[src/hw/rtl/mbe_pkg.sv]
// Shared constants for the escape-time engine and its divider.
package mbe_pkg;

    localparam int COORD_BITS = 32;
    localparam int FRAC_BITS  = COORD_BITS - 4;
    localparam int MAX_DIM    = 4096;
    localparam int COUNT_BITS = 16;
    localparam int COL_BITS   = 12;
    localparam int DIM_BITS   = 13;
    localparam int DVS_BITS   = $clog2(MAX_DIM);
    localparam int SPAN_BITS  = COORD_BITS + 1;
    localparam int QUO_BITS   = SPAN_BITS + COL_BITS;
    localparam int STEP_BITS  = $clog2(QUO_BITS + 1);

    typedef enum logic [2:0] {
        REG_X_LEFT   = 3'd0,
        REG_Y_LOW    = 3'd1,
        REG_X_RIGHT  = 3'd2,
        REG_Y_HIGH   = 3'd3,
        REG_WIDTH    = 3'd4,
        REG_HEIGHT   = 3'd5,
        REG_MAX_ITER = 3'd6,
        REG_SPARE    = 3'd7
    } cfg_reg_t;

endpackage

[src/hw/rtl/mbe_divider.sv]
// Restoring divider, one quotient bit per cycle, for the pixel mapping.
module mbe_divider import mbe_pkg::*; (
    input  logic                aclk,
    input  logic                aresetn,
    input  logic                start,
    input  logic [QUO_BITS-1:0] dividend,
    input  logic [DVS_BITS-1:0] divisor,
    output logic                busy,
    output logic                done,
    output logic [QUO_BITS-1:0] quotient
);

    logic [QUO_BITS-1:0]  quo_reg, quo_next;
    logic [DVS_BITS-1:0]  rem_reg, rem_next;
    logic [DVS_BITS-1:0]  dvs_reg, dvs_next;
    logic [STEP_BITS-1:0] cnt_reg, cnt_next;
    logic                 busy_reg, busy_next;
    logic                 done_reg, done_next;
    logic [DVS_BITS:0]    trial;
    logic [DVS_BITS:0]    trial_diff;
    logic                 fits;

    assign trial      = {rem_reg, quo_reg[QUO_BITS-1]};
    assign trial_diff = trial - {1'b0, dvs_reg};
    assign fits       = trial >= {1'b0, dvs_reg};

    always_comb begin
        quo_next  = quo_reg;
        rem_next  = rem_reg;
        dvs_next  = dvs_reg;
        cnt_next  = cnt_reg;
        busy_next = busy_reg;
        done_next = 1'b0;
        if (start) begin
            quo_next  = dividend;
            rem_next  = '0;
            dvs_next  = divisor;
            cnt_next  = STEP_BITS'(QUO_BITS);
            busy_next = 1'b1;
        end else if (busy_reg) begin
            quo_next = {quo_reg[QUO_BITS-2:0], fits};
            rem_next = fits ? trial_diff[DVS_BITS-1:0] : trial[DVS_BITS-1:0];
            cnt_next = cnt_reg - 1'b1;
            if (cnt_reg == STEP_BITS'(1)) begin
                busy_next = 1'b0;
                done_next = 1'b1;
            end
        end
    end

    always_ff @(posedge aclk) begin
        if (!aresetn) begin
            busy_reg <= 1'b0;
            done_reg <= 1'b0;
            cnt_reg  <= '0;
        end else begin
            busy_reg <= busy_next;
            done_reg <= done_next;
            cnt_reg  <= cnt_next;
        end
        quo_reg <= quo_next;
        rem_reg <= rem_next;
        dvs_reg <= dvs_next;
    end

    assign busy     = busy_reg;
    assign done     = done_reg;
    assign quotient = quo_reg;

endmodule

[src/hw/rtl/mandelbrot_escape_time.sv]
// Escape-time engine: maps a pixel to c and iterates z = z*z + c in Q4.28.
//
// Pixel requests arrive on the s_ channel, one column and row per transfer;
// one escape count leaves on the m_ channel per request, in request order.
// pready is always high. The view corners, image size and iteration limit sit
// in APB registers that the user must write between requests (not enforced).
// A request first maps column and row through one shared 33x33 multiplier
// and a bit-serial divider, which runs the two 45-step divisions.
// Each iteration then uses the same multiplier in order: x*x, y*y, x*y, update.
// s_tready is high only between pixels. The finished count waits in an
// output register; the next request is taken while it waits, and that
// request stalls at its end until the receiver has taken the earlier count.
// Reset restores the default view (-2.0..1.0, -1.0..1.0), 1024x1024 pixels
// and a limit of 255, and drops any pixel in flight.
module mandelbrot_escape_time import mbe_pkg::*; (
    input  logic        aclk,
    input  logic        aresetn,
    input  logic        s_tvalid,
    output logic        s_tready,
    // [11:0] pixel_col, [23:12] pixel_row
    input  logic [23:0] s_tdata,
    output logic        m_tvalid,
    input  logic        m_tready,
    // [15:0] escape_count
    output logic [15:0] m_tdata,
    input  logic        psel,
    input  logic        penable,
    input  logic        pwrite,
    input  logic [4:0]  paddr,
    input  logic [31:0] pwdata,
    output logic [31:0] prdata,
    output logic        pready
);

    localparam int PROD_BITS = 2 * COORD_BITS;
    localparam int WIDE_BITS = 48;
    localparam int APB_BITS  = 32;

    localparam logic [3:0] ST_IDLE = 4'd0;
    localparam logic [3:0] ST_MULX = 4'd1;
    localparam logic [3:0] ST_STX  = 4'd2;
    localparam logic [3:0] ST_DIVX = 4'd3;
    localparam logic [3:0] ST_MULY = 4'd4;
    localparam logic [3:0] ST_STY  = 4'd5;
    localparam logic [3:0] ST_DIVY = 4'd6;
    localparam logic [3:0] ST_SQX  = 4'd7;
    localparam logic [3:0] ST_SQY  = 4'd8;
    localparam logic [3:0] ST_XY   = 4'd9;
    localparam logic [3:0] ST_TEST = 4'd10;
    localparam logic [3:0] ST_DONE = 4'd11;

    localparam logic signed [COORD_BITS-1:0] COORD_ONE = COORD_BITS'(1) << FRAC_BITS;
    localparam logic signed [COORD_BITS-1:0] X_LEFT_RESET  = -(COORD_ONE + COORD_ONE);
    localparam logic signed [COORD_BITS-1:0] Y_LOW_RESET   = -COORD_ONE;
    localparam logic signed [COORD_BITS-1:0] X_RIGHT_RESET = COORD_ONE;
    localparam logic signed [COORD_BITS-1:0] Y_HIGH_RESET  = COORD_ONE;
    localparam logic [DIM_BITS-1:0]   DIM_RESET  = DIM_BITS'(1024);
    localparam logic [COUNT_BITS-1:0] ITER_RESET = COUNT_BITS'(255);

    localparam logic [PROD_BITS-1:0] ESCAPE_LIMIT = PROD_BITS'(1) << (2 * FRAC_BITS + 2);
    localparam logic signed [WIDE_BITS-1:0] COORD_MAX_W =
        WIDE_BITS'((64'sd1 <<< (COORD_BITS - 1)) - 64'sd1);
    localparam logic signed [WIDE_BITS-1:0] COORD_MIN_W = -COORD_MAX_W - WIDE_BITS'(1);

    function automatic logic signed [COORD_BITS-1:0] sat_coord(
        input logic signed [WIDE_BITS-1:0] v
    );
        logic signed [COORD_BITS-1:0] r;
        if (v > COORD_MAX_W) begin
            r = COORD_MAX_W[COORD_BITS-1:0];
        end else if (v < COORD_MIN_W) begin
            r = COORD_MIN_W[COORD_BITS-1:0];
        end else begin
            r = v[COORD_BITS-1:0];
        end
        return r;
    endfunction

    function automatic logic [DVS_BITS-1:0] dim_divisor(input logic [DIM_BITS-1:0] dim);
        logic [DVS_BITS-1:0] r;
        if (dim > DIM_BITS'(MAX_DIM)) begin
            r = DVS_BITS'(MAX_DIM - 1);
        end else if (dim < DIM_BITS'(2)) begin
            r = DVS_BITS'(1);
        end else begin
            r = DVS_BITS'(dim - 1'b1);
        end
        return r;
    endfunction

    // configuration registers
    logic signed [COORD_BITS-1:0] x_left_reg, x_left_next;
    logic signed [COORD_BITS-1:0] y_low_reg, y_low_next;
    logic signed [COORD_BITS-1:0] x_right_reg, x_right_next;
    logic signed [COORD_BITS-1:0] y_high_reg, y_high_next;
    logic [DIM_BITS-1:0]          width_reg, width_next;
    logic [DIM_BITS-1:0]          height_reg, height_next;
    logic [COUNT_BITS-1:0]        max_iter_reg, max_iter_next;

    // sequencer and datapath
    logic [3:0]                   state_reg, state_next;
    logic [COL_BITS-1:0]          col_reg, col_next;
    logic [COL_BITS-1:0]          row_reg, row_next;
    logic signed [SPAN_BITS-1:0]  span_reg, span_next;
    logic signed [PROD_BITS-1:0]  prod_reg, prod_next;
    logic                         neg_reg, neg_next;
    logic signed [COORD_BITS-1:0] cre_reg, cre_next;
    logic signed [COORD_BITS-1:0] cim_reg, cim_next;
    logic signed [COORD_BITS-1:0] x_reg, x_next;
    logic signed [COORD_BITS-1:0] y_reg, y_next;
    logic signed [PROD_BITS-1:0]  xx_reg, xx_next;
    logic [PROD_BITS-1:0]         sum_reg, sum_next;
    logic signed [PROD_BITS-1:0]  diff_reg, diff_next;
    logic [COUNT_BITS-1:0]        n_reg, n_next;
    logic [COUNT_BITS-1:0]        result_reg, result_next;
    logic                         m_tvalid_reg, m_tvalid_next;
    logic [COUNT_BITS-1:0]        m_tdata_reg, m_tdata_next;

    logic                         cfg_wr;
    logic [2:0]                   cfg_idx;
    logic signed [SPAN_BITS-1:0]  mul_a, mul_b;
    logic signed [2*SPAN_BITS-1:0] mul_full;
    logic [QUO_BITS:0]            prod_low;
    logic [QUO_BITS:0]            prod_mag;
    logic                         div_start;
    logic                         div_busy;
    logic                         div_done;
    logic [QUO_BITS-1:0]          div_quo;
    logic [DVS_BITS-1:0]          div_dvs;
    logic signed [WIDE_BITS-1:0]  map_base;
    logic signed [WIDE_BITS-1:0]  map_quo;
    logic signed [WIDE_BITS-1:0]  map_sum;
    logic signed [WIDE_BITS-1:0]  x_sum;
    logic signed [WIDE_BITS-1:0]  y_sum;

    assign cfg_wr  = psel && penable && pwrite;
    assign cfg_idx = paddr[4:2];
    assign pready  = 1'b1;

    always_comb begin
        x_left_next   = x_left_reg;
        y_low_next    = y_low_reg;
        x_right_next  = x_right_reg;
        y_high_next   = y_high_reg;
        width_next    = width_reg;
        height_next   = height_reg;
        max_iter_next = max_iter_reg;
        if (cfg_wr) begin
            unique case (cfg_idx)
                REG_X_LEFT:   x_left_next   = pwdata[COORD_BITS-1:0];
                REG_Y_LOW:    y_low_next    = pwdata[COORD_BITS-1:0];
                REG_X_RIGHT:  x_right_next  = pwdata[COORD_BITS-1:0];
                REG_Y_HIGH:   y_high_next   = pwdata[COORD_BITS-1:0];
                REG_WIDTH:    width_next    = pwdata[DIM_BITS-1:0];
                REG_HEIGHT:   height_next   = pwdata[DIM_BITS-1:0];
                REG_MAX_ITER: max_iter_next = pwdata[COUNT_BITS-1:0];
                default: ;
            endcase
        end
    end

    always_comb begin
        unique case (cfg_idx)
            REG_X_LEFT:   prdata = x_left_reg;
            REG_Y_LOW:    prdata = y_low_reg;
            REG_X_RIGHT:  prdata = x_right_reg;
            REG_Y_HIGH:   prdata = y_high_reg;
            REG_WIDTH:    prdata = {{(APB_BITS-DIM_BITS){1'b0}}, width_reg};
            REG_HEIGHT:   prdata = {{(APB_BITS-DIM_BITS){1'b0}}, height_reg};
            REG_MAX_ITER: prdata = {{(APB_BITS-COUNT_BITS){1'b0}}, max_iter_reg};
            default:      prdata = '0;
        endcase
    end

    // shared multiplier, registered into prod_reg every cycle
    always_comb begin
        case (state_reg)
            ST_MULX: begin
                mul_a = signed'(SPAN_BITS'(col_reg));
                mul_b = span_reg;
            end
            ST_MULY: begin
                mul_a = signed'(SPAN_BITS'(row_reg));
                mul_b = span_reg;
            end
            ST_SQX: begin
                mul_a = SPAN_BITS'(x_reg);
                mul_b = SPAN_BITS'(x_reg);
            end
            ST_SQY: begin
                mul_a = SPAN_BITS'(y_reg);
                mul_b = SPAN_BITS'(y_reg);
            end
            default: begin
                mul_a = SPAN_BITS'(x_reg);
                mul_b = SPAN_BITS'(y_reg);
            end
        endcase
    end

    assign mul_full  = mul_a * mul_b;
    assign prod_next = mul_full[PROD_BITS-1:0];

    assign prod_low  = prod_reg[QUO_BITS:0];
    assign prod_mag  = prod_reg[PROD_BITS-1] ? (~prod_low + 1'b1) : prod_low;
    assign div_dvs   = dim_divisor((state_reg == ST_STX) ? width_reg : height_reg);

    assign map_base = (state_reg == ST_DIVX) ? WIDE_BITS'(x_left_reg) : WIDE_BITS'(y_low_reg);
    assign map_quo  = signed'(WIDE_BITS'(div_quo));
    assign map_sum  = neg_reg ? (map_base - map_quo) : (map_base + map_quo);

    assign x_sum = WIDE_BITS'(signed'(diff_reg[PROD_BITS-1:FRAC_BITS])) + WIDE_BITS'(cre_reg);
    assign y_sum = WIDE_BITS'(signed'(prod_reg[PROD_BITS-1:FRAC_BITS-1]))
                 + WIDE_BITS'(cim_reg);

    always_comb begin
        state_next    = state_reg;
        col_next      = col_reg;
        row_next      = row_reg;
        span_next     = span_reg;
        neg_next      = neg_reg;
        cre_next      = cre_reg;
        cim_next      = cim_reg;
        x_next        = x_reg;
        y_next        = y_reg;
        xx_next       = xx_reg;
        sum_next      = sum_reg;
        diff_next     = diff_reg;
        n_next        = n_reg;
        result_next   = result_reg;
        m_tvalid_next = m_tvalid_reg;
        m_tdata_next  = m_tdata_reg;
        div_start     = 1'b0;
        if (m_tvalid_reg && m_tready) begin
            m_tvalid_next = 1'b0;
        end
        unique case (state_reg)
            ST_IDLE: begin
                if (s_tvalid) begin
                    col_next   = s_tdata[COL_BITS-1:0];
                    row_next   = s_tdata[2*COL_BITS-1:COL_BITS];
                    span_next  = SPAN_BITS'(x_right_reg) - SPAN_BITS'(x_left_reg);
                    state_next = ST_MULX;
                end
            end
            ST_MULX: begin
                span_next  = SPAN_BITS'(y_high_reg) - SPAN_BITS'(y_low_reg);
                state_next = ST_STX;
            end
            ST_STX: begin
                div_start  = 1'b1;
                neg_next   = prod_reg[PROD_BITS-1];
                state_next = ST_DIVX;
            end
            ST_DIVX: begin
                if (div_done) begin
                    cre_next   = sat_coord(map_sum);
                    state_next = ST_MULY;
                end
            end
            ST_MULY: begin
                state_next = ST_STY;
            end
            ST_STY: begin
                div_start  = 1'b1;
                neg_next   = prod_reg[PROD_BITS-1];
                state_next = ST_DIVY;
            end
            ST_DIVY: begin
                if (div_done) begin
                    cim_next   = sat_coord(map_sum);
                    x_next     = '0;
                    y_next     = '0;
                    n_next     = '0;
                    state_next = ST_SQX;
                end
            end
            ST_SQX: begin
                state_next = ST_SQY;
            end
            ST_SQY: begin
                xx_next    = prod_reg;
                state_next = ST_XY;
            end
            ST_XY: begin
                sum_next   = xx_reg + prod_reg;
                diff_next  = xx_reg - prod_reg;
                state_next = ST_TEST;
            end
            ST_TEST: begin
                if (sum_reg >= ESCAPE_LIMIT) begin
                    result_next = n_reg;
                    state_next  = ST_DONE;
                end else if (n_reg >= max_iter_reg) begin
                    result_next = '0;
                    state_next  = ST_DONE;
                end else begin
                    x_next     = sat_coord(x_sum);
                    y_next     = sat_coord(y_sum);
                    n_next     = n_reg + 1'b1;
                    state_next = ST_SQX;
                end
            end
            ST_DONE: begin
                if (!m_tvalid_reg || m_tready) begin
                    m_tvalid_next = 1'b1;
                    m_tdata_next  = result_reg;
                    state_next    = ST_IDLE;
                end
            end
            default: begin
                state_next = ST_IDLE;
            end
        endcase
    end

    always_ff @(posedge aclk) begin
        if (!aresetn) begin
            x_left_reg   <= X_LEFT_RESET;
            y_low_reg    <= Y_LOW_RESET;
            x_right_reg  <= X_RIGHT_RESET;
            y_high_reg   <= Y_HIGH_RESET;
            width_reg    <= DIM_RESET;
            height_reg   <= DIM_RESET;
            max_iter_reg <= ITER_RESET;
            state_reg    <= ST_IDLE;
            m_tvalid_reg <= 1'b0;
        end else begin
            x_left_reg   <= x_left_next;
            y_low_reg    <= y_low_next;
            x_right_reg  <= x_right_next;
            y_high_reg   <= y_high_next;
            width_reg    <= width_next;
            height_reg   <= height_next;
            max_iter_reg <= max_iter_next;
            state_reg    <= state_next;
            m_tvalid_reg <= m_tvalid_next;
        end
        col_reg     <= col_next;
        row_reg     <= row_next;
        span_reg    <= span_next;
        prod_reg    <= prod_next;
        neg_reg     <= neg_next;
        cre_reg     <= cre_next;
        cim_reg     <= cim_next;
        x_reg       <= x_next;
        y_reg       <= y_next;
        xx_reg      <= xx_next;
        sum_reg     <= sum_next;
        diff_reg    <= diff_next;
        n_reg       <= n_next;
        result_reg  <= result_next;
        m_tdata_reg <= m_tdata_next;
    end

    mbe_divider u_divider (
        .aclk     (aclk),
        .aresetn  (aresetn),
        .start    (div_start),
        .dividend (prod_mag[QUO_BITS-1:0]),
        .divisor  (div_dvs),
        .busy     (div_busy),
        .done     (div_done),
        .quotient (div_quo)
    );

    assign s_tready = (state_reg == ST_IDLE);
    assign m_tvalid = m_tvalid_reg;
    assign m_tdata  = m_tdata_reg;

    a_reset_drops_result: assert property (@(posedge aclk)
        !aresetn |=> !m_tvalid)
        else $error("result valid right after reset");

    a_accept_starts_map: assert property (@(posedge aclk) disable iff (!aresetn)
        (s_tvalid && s_tready) |=> (state_reg == ST_MULX))
        else $error("transfer did not start the mapping");

    a_div_done_in_wait: assert property (@(posedge aclk) disable iff (!aresetn)
        div_done |-> (state_reg == ST_DIVX || state_reg == ST_DIVY))
        else $error("divider finished outside a wait state");

    a_div_start_idle: assert property (@(posedge aclk) disable iff (!aresetn)
        div_start |-> !div_busy)
        else $error("divider started while busy");

    a_orbit_starts_at_zero: assert property (@(posedge aclk) disable iff (!aresetn)
        (state_reg == ST_DIVY && div_done) |=> (x_reg == '0 && y_reg == '0 && n_reg == '0))
        else $error("orbit not cleared before first iteration");

endmodule

[config.mk]
export PLATFORM = sky130hd
export DESIGN_NAME = mandelbrot_escape_time
export DESIGN_NICKNAME = d
export VERILOG_FILES = /design/src/hw/rtl/mbe_pkg.sv /design/src/hw/rtl/mbe_divider.sv /design/src/hw/rtl/mandelbrot_escape_time.sv
export SDC_FILE = /design/constraint.sdc
export NUM_CORES = 2
export LEC_CHECK = 0
export ABC_AREA = 1
export BUFFER_PORTS_ARGS = -buffer_cell sky130_fd_sc_hd__buf_2
export CELL_PAD_IN_SITES_DETAIL_PLACEMENT = 2
export CELL_PAD_IN_SITES_GLOBAL_PLACEMENT = 2
export CORE_MARGIN = 2
export CORE_UTILIZATION = 24
export CTS_BUF_LIST = sky130_fd_sc_hd__clkbuf_4
export DETAILED_ROUTE_END_ITERATION = 7
export GPL_TIMING_DRIVEN = 0
export PLACE_DENSITY_LB_ADDON = 0.1
export SYNTH_ARGS = -nofsm -noshare
export SYNTH_HDL_FRONTEND = slang
export SYNTH_SLANG_ARGS = --single-unit
[constraint.sdc]
create_clock -name aclk -period 19.6 [get_ports aclk]
set_clock_uncertainty 0.05 [all_clocks]
set_input_delay 3.92 -clock aclk [delete_from_list [all_inputs] [get_ports aclk]]
set_output_delay 3.92 -clock aclk [all_outputs]
set_load 0.02 [all_outputs]
Word level (Yosys, flattened, before mapping):

Cells that the tools add are included.

* register bits after elaboration: 742
* input bits: 68
* output and inout bits: 51
* logic and storage cells: 164

* $add $sub $neg: 13
* multipliers: 1
* magnitude comparators: 11
* equality and inequality tests: 24
* multiplexer cells: 49
* bitwise gates (word level): 3
* reductions and logical operators: 31

Operator list (count)
* two-way mux 32 bit: 11
* one-hot mux 32 bit (7 select lines): 1
* two-way mux 45 bit: 3
* one-hot mux 33 bit (2 select lines): 2
* one-hot mux 32 bit (2 select lines): 2
* one-hot mux 33 bit (3 select lines): 1
* two-way mux 48 bit: 2
* two-way mux 16 bit: 5
* subtractor 32 x 32 -> 33 bit: 2
* adder 64 bit: 1
* greater-or-equal comparator 64 x 59 -> 1 bit (second input constant): 1
* multiplier 33 x 33 -> 64 bit: 1
* subtractor 64 bit: 1
* adder 48 x 46 -> 48 bit: 1
* greater-than comparator 48 x 32 -> 1 bit (second input constant): 1
* < comparator 48 x 32 -> 1 bit (second input constant): 1
* one-hot mux 4 bit (12 select lines): 1
* subtractor 48 x 46 -> 48 bit: 1
* adder 45 x 1 -> 45 bit (second input constant): 1
* NOT 45 bit: 1
* adder 37 x 32 -> 38 bit: 1
* greater-than comparator 38 x 32 -> 1 bit (second input constant): 1
* < comparator 38 x 32 -> 1 bit (second input constant): 1
* adder 36 x 32 -> 37 bit: 1
* 38 further kinds: 88

Depth between registers and ports, before layout:

* depth in word-level cells: 7
* mapped depth: 44
* depth with buffers taken out: 42

Cells and area by module:

From an unflattened synthesis, not the netlist that was laid out.

* cell total of the unflattened synthesis: 11328
* area, all modules: 86414.1 um^2

Modules (own cells, without submodules)
* mandelbrot_escape_time: instances 1, cells each 10839, area each 82404.0 um^2, sequential area each 14994.4 um^2
* mbe_divider: instances 1, cells each 489, area each 4010.1 um^2, sequential area each 2112.0 um^2

Least setup slack after synthesis:

OpenSTA, ideal clock, no wires.

* kind: in2out
* start: in paddr[3]
* end: out prdata[16]
* arrival time: 5.214 ns
* required time: 15.630 ns
* path slack: 10.416 ns
* cell stages on the path: 6
* buffers on the path: 2
* cells stage by stage: inv_1 nor3_1 clkbuf_1 buf_1 nand2_1 o2111ai_1

* cells in the longest elaborated chain, start to end: 2
* elaborated cells on any way between the ends: 8
* those cells by class: 6 x eq/ne; 1 x mux; 1 x reduce/logical

Ends and longest elaborated chain
* start, declared: line mandelbrot_escape_time.sv:29 `input logic [4:0] paddr,`
* equality test 3 bit, or another cell as far along: line mandelbrot_escape_time.sv:163 `unique case (cfg_idx)`
* one-hot mux 32 bit (7 select lines) (*): line mandelbrot_escape_time.sv:163
* end, declared: line mandelbrot_escape_time.sv:31 `output logic [31:0] prdata,`

Mark *: on every way between the ends. The rest lies on a longest branch, timed or not.

Worst setup path after layout:

* start: reg state_reg[0]
* end: reg prod_reg[60]

* cells in the longest elaborated chain, start to end: 4
* elaborated cells on any way between the ends: 8
* those cells by class: 1 x mul; 4 x eq/ne; 2 x mux; 1 x reduce/logical

Ends and longest elaborated chain
* start, declared: line mandelbrot_escape_time.sv:101 `logic [3:0] state_reg, state_next;`
* start signal, assigned: line mandelbrot_escape_time.sv:336 `state_reg <= state_next;`
* equality test 4 x 3 -> 1 bit or equality test 4 x 1 -> 1 bit (tied branches): line mandelbrot_escape_time.sv:177 `case (state_reg)`
* OR reduction 2 bit (no line)
* one-hot mux 33 bit (2 select lines): line mandelbrot_escape_time.sv:177
* multiplier 33 x 33 -> 64 bit (*): line mandelbrot_escape_time.sv:201 `assign mul_full = mul_a * mul_b;`
* via mul_full[60]: line mandelbrot_escape_time.sv:122 `logic signed [2*SPAN_BITS-1:0] mul_full;`
* end signal, assigned: line mandelbrot_escape_time.sv:342 `prod_reg <= prod_next;`
* end, declared: line mandelbrot_escape_time.sv:105 `logic signed [PROD_BITS-1:0] prod_reg, prod_next;`

Mark *: on every way through the listed nets, which the timed path passes. The rest lies on a longest branch.
A chain may end at the register's enable or synchronous reset.

==> impl_results.html <==
<table>
<tr><th>Metric</th><th>Value</th></tr>
<tr><th colspan="2">Cells and area</th></tr>
<tr><td>Highest-count cells in the layout ignoring fill and taps</td><td>2259 x inv_1, 2170 x nand2_1, 1442 x nor2_1</td></tr>
<tr><td>Synth-to-layout area growth</td><td>11.2%</td></tr>
<tr><td>Share of final-layout standard cells stronger than drive strength 1</td><td>6.79%</td></tr>
<tr><td>Number of nets in the finished design</td><td>around 13000</td></tr>
<tr><td>Count of fill cells added during filler insertion</td><td>~42000</td></tr>
<tr><td>Most common library cell in the layout ignoring fill and taps</td><td>inv_1</td></tr>
<tr><td>Final Util</td><td>~27%</td></tr>
<tr><td>Area used by sequential logic in the layout</td><td>~17000 µm²</td></tr>
<tr><td>Footprint of the multi-input gates</td><td>58300 µm²</td></tr>
<tr><th colspan="2">Timing</th></tr>
<tr><td>Hold WS</td><td>roughly 0.37 ns</td></tr>
<tr><td>Max Slew Vio Count</td><td>0</td></tr>
<tr><td>Worst relative slew slack</td><td>under 10%</td></tr>
<tr><td>Final number of hold-violating endpoints</td><td>0</td></tr>
<tr><td>PnR worst setup slack</td><td>between 7 and 8 ns</td></tr>
<tr><td>Max Freq</td><td>between 0.08 and 0.09 GHz</td></tr>
<tr><td>Transition at the pin with the smallest max-transition slack</td><td>roughly 1.5 ns</td></tr>
<tr><td>Crit share post-route</td><td>62.7%</td></tr>
<tr><td>Final setup vio count</td><td>0</td></tr>
<tr><td>Min Tclk post-route</td><td>~12 ns</td></tr>
<tr><td>Post-Route Setup TNS</td><td>0 ns</td></tr>
<tr><td>Unrepaired setup endpoints after global routing</td><td>no</td></tr>
<tr><th colspan="2">Clock tree</th></tr>
<tr><td>Level count of the clock H-tree</td><td>4</td></tr>
<tr><td>Worst skew pair latency</td><td>1.28 ns</td></tr>
<tr><td>CTS clk-pin slew, worst paths</td><td>0.08 ns</td></tr>
<tr><td>TritonCTS buffer count</td><td>between 200 and 250</td></tr>
<tr><td>TritonCTS sink count</td><td>656</td></tr>
<tr><td>TritonCTS clock tree</td><td>yes</td></tr>
<tr><td>Hold buffer count at CTS</td><td>0</td></tr>
<tr><td>Maximum buffer depth of the clock tree</td><td>4</td></tr>
<tr><td>Number of post-CTS setup repair buffers</td><td>0</td></tr>
<tr><td>Clock Tree Root</td><td>clkbuf_4</td></tr>
<tr><td>Resize count post-CTS</td><td>0</td></tr>
<tr><th colspan="2">Critical path</th></tr>
<tr><td>Worst Setup End Kind</td><td>flip-flop</td></tr>
<tr><td>Crit path largest cell delay</td><td>about 0.94 ns</td></tr>
<tr><td>Worst Path Required</td><td>between 20 and 25 ns</td></tr>
<tr><td>Critical-path top delay cell</td><td>fa_1</td></tr>
<tr><td>Critical R2R Launch</td><td>state_reg[0]</td></tr>
<tr><td>Critical Path Source</td><td>state_reg[0]</td></tr>
<tr><td>Crit path DAT</td><td>around 13 ns</td></tr>
<tr><td>Kind of critical path</td><td>reg -&gt; reg</td></tr>
<tr><td>Crit-path max FO</td><td>10</td></tr>
<tr><td>Reg2reg path depth</td><td>31</td></tr>
<tr><td>Worst reg-to-reg setup slack</td><td>between 7 and 8 ns</td></tr>
<tr><td>Reg-to-Reg End</td><td>prod_reg[60]</td></tr>
<tr><td>Startpoint Class</td><td>flip-flop</td></tr>
<tr><th colspan="2">Job</th></tr>
<tr><td>Number of violations of the max-capacitance limit</td><td>0</td></tr>
<tr><th colspan="2">Status</th></tr>
<tr><td>Run status</td><td>completed</td></tr>
<tr><th colspan="2">Global route</th></tr>
<tr><td>Pin count of the biggest net entering global routing</td><td>44</td></tr>
<tr><td>Number of global-route vias before repair</td><td>around 88000</td></tr>
<tr><td>Residual overflow from global routing</td><td>0</td></tr>
<tr><td>Wire length of the first global-routing pass</td><td>around 670000 µm</td></tr>
<tr><td>Antenna violations before repair</td><td>38</td></tr>
<tr><td>Global-route usage over all layers</td><td>a little over a quarter</td></tr>
<tr><th colspan="2">Place</th></tr>
<tr><td>Input/output buffers</td><td>between 100 and 150</td></tr>
<tr><td>DP HPWL</td><td>419000 µm</td></tr>
<tr><td>Final RePlAce weighted congestion</td><td>around 0.92</td></tr>
<tr><td>Post-place setup slack</td><td>7.17 ns</td></tr>
<tr><th colspan="2">Drt</th></tr>
<tr><td>Via Count</td><td>between 70000 and 80000</td></tr>
<tr><td>Wirelength, routed</td><td>475000 µm</td></tr>
<tr><td>Post-DRT Antenna Nets</td><td>0</td></tr>
<tr><td>Total iterations of the first detailed-routing run</td><td>5</td></tr>
<tr><td>Vias per Instance</td><td>between 4 and 5</td></tr>
<tr><td>Initial detailed-routing violation count</td><td>around 4000</td></tr>
<tr><td>Wire per inst</td><td>28.9 µm</td></tr>
<tr><td>DRC errors left</td><td>0</td></tr>
<tr><th colspan="2">Synthesis</th></tr>
<tr><td>Summed instance area of the synthesized netlist</td><td>85700 µm²</td></tr>
<tr><td>Primary flip-flop cell chosen by synthesis mapping</td><td>edfxtp_1</td></tr>
<tr><td>Synth area leaders</td><td>fa_1 26%, edfxtp_1 14%, inv_1 9.9%, nand2_1 9.5%, ha_1 8.1%</td></tr>
<tr><td>Largest area contributor in the netlist</td><td>fa_1</td></tr>
<tr><td>Sequential element share of the synthesized area</td><td>20.0%</td></tr>
<tr><td>Syn Inst Count</td><td>approximately 11000</td></tr>
<tr><td>Fraction of synthesis flops using an asynchronous set or reset pin</td><td>0%</td></tr>
<tr><td>Number of nets produced by synthesis</td><td>about 13000</td></tr>
<tr><td>Ys Warns</td><td>0</td></tr>
<tr><td>Proportion of netlist area held by the largest area contributor</td><td>between 20% and 30%</td></tr>
<tr><td>Post-synthesis register bit count</td><td>about 660</td></tr>
<tr><td>Number of library cell types mapped by synthesis</td><td>between 70 and 80</td></tr>
<tr><td>Synthesized area divided by synthesized cell count</td><td>roughly 7.7 µm²</td></tr>
<tr><td>Number of synthesized flops with an enable pin</td><td>approximately 400</td></tr>
<tr><th colspan="2">Worst hold path</th></tr>
<tr><td>Hold Crit Depth</td><td>0</td></tr>
<tr><td>Path class of the lowest-slack min-delay path</td><td>reg -&gt; reg</td></tr>
<tr><td>Startpoint of the lowest-slack hold path</td><td>result_reg[1]</td></tr>
<tr><td>Worst hold endpoint</td><td>m_tdata[1]</td></tr>
<tr><th colspan="2">Floorplan</th></tr>
<tr><td>Y dimension of the die</td><td>approximately 600 µm</td></tr>
<tr><td>Count of boundary I/O pins</td><td>around 120</td></tr>
<tr><td>Die area</td><td>362000 µm²</td></tr>
<tr><td>Overall die width</td><td>601 µm</td></tr>
<tr><td>Site row count</td><td>between 200 and 250</td></tr>
<tr><td>Area inside the core boundary</td><td>between 300000 and 400000 µm²</td></tr>
<tr><td>Initial Utilization</td><td>24.1%</td></tr>
</table>
==> layer usage <==
layer | part of all wire (%) | global-route usage, % | routed length (µm) | up-vias
met5 | 0.012 | 0 | 55 | -
met4 | 3.6 | 8.30 | 17100 | 8
met3 | 2.7 | 1.90 | 12800 | 557
met2 | 50 | 47.1 | 238000 | 1304
met1 | 43 | 33.0 | 206000 | 41091
li1 | - | - | - | 35380
==> final cells by class <==
cell class,instances,area share (%)
multi-input cells,7813,61.2
flip-flops and latches,656,18.0
inverters,2352,9.27
well taps,4751,6.24
clock buffers,286,2.25
plain buffers,331,1.59
repair buffers,131,0.913
clock inverters,75,0.516
diodes,19,0.0499
==> critical path, delay by kind of cell (launching register included) <==
family,cells,cell delay [ns]
flip-flops,1,0.45
buffers and inverters,11,2.50
AO/OA/AOI/OAI,2,0.99
XOR/XNOR,1,0.42
AND/OR/NAND/NOR,8,2.29
adder cells (fa/ha/maj),9,5.40
==> cell families after synthesis <==
kind of cell               Yosys count  share of synthesized area (%)
and+or+nand+nor                   4194                           19.7
DFF                                656                           20.0
adders and majority gates         1668                           34.1
other                                1                        0.00438
xor gates and xnor gates           301                           3.08
muxes                                3                         0.0351
buffers and inverters             2683                           12.1
AOI/OAI and AO/OA                 1646                           11.1
==> synth_stat cells (all sizes together), types with 147 or more instances <==
library cell / number
inv: 2344
nand3: 283
edfxtp: 397
clkbuf: 184
xor2: 226
buf: 147
dfxtp: 259
ha: 556
nor2: 1466
nand2: 2177
a21oi: 614
fa: 1112
o21ai: 650
==> worst max-delay path by stage <==
stage	endpoint	slack (ns)	cells after the start
3_3_place_gp	x_reg[31]	5.13	5
5_1_grt	prod_reg[60]	6.74	31
6_report	prod_reg[60]	7.30	31
3_5_place_dp	prod_reg[60]	7.17	31
2_1_floorplan	prdata[16]	10.42	6
4_1_cts	prod_reg[60]	7.03	30
==> per-stage QoR <==
step / cell area (µm²) / std cells
after floorplan: 85700 / 11152
after global placement: 92200 / 16017
after detailed placement: 92600 / 16034
after CTS: 95200 / 16395
after global routing: 95200 / 16399
final: 95300 / 16414
Power is left out: the tool's default activity adds up to more than one toggle a clock period on the data nets, which glitch-free logic cannot reach.
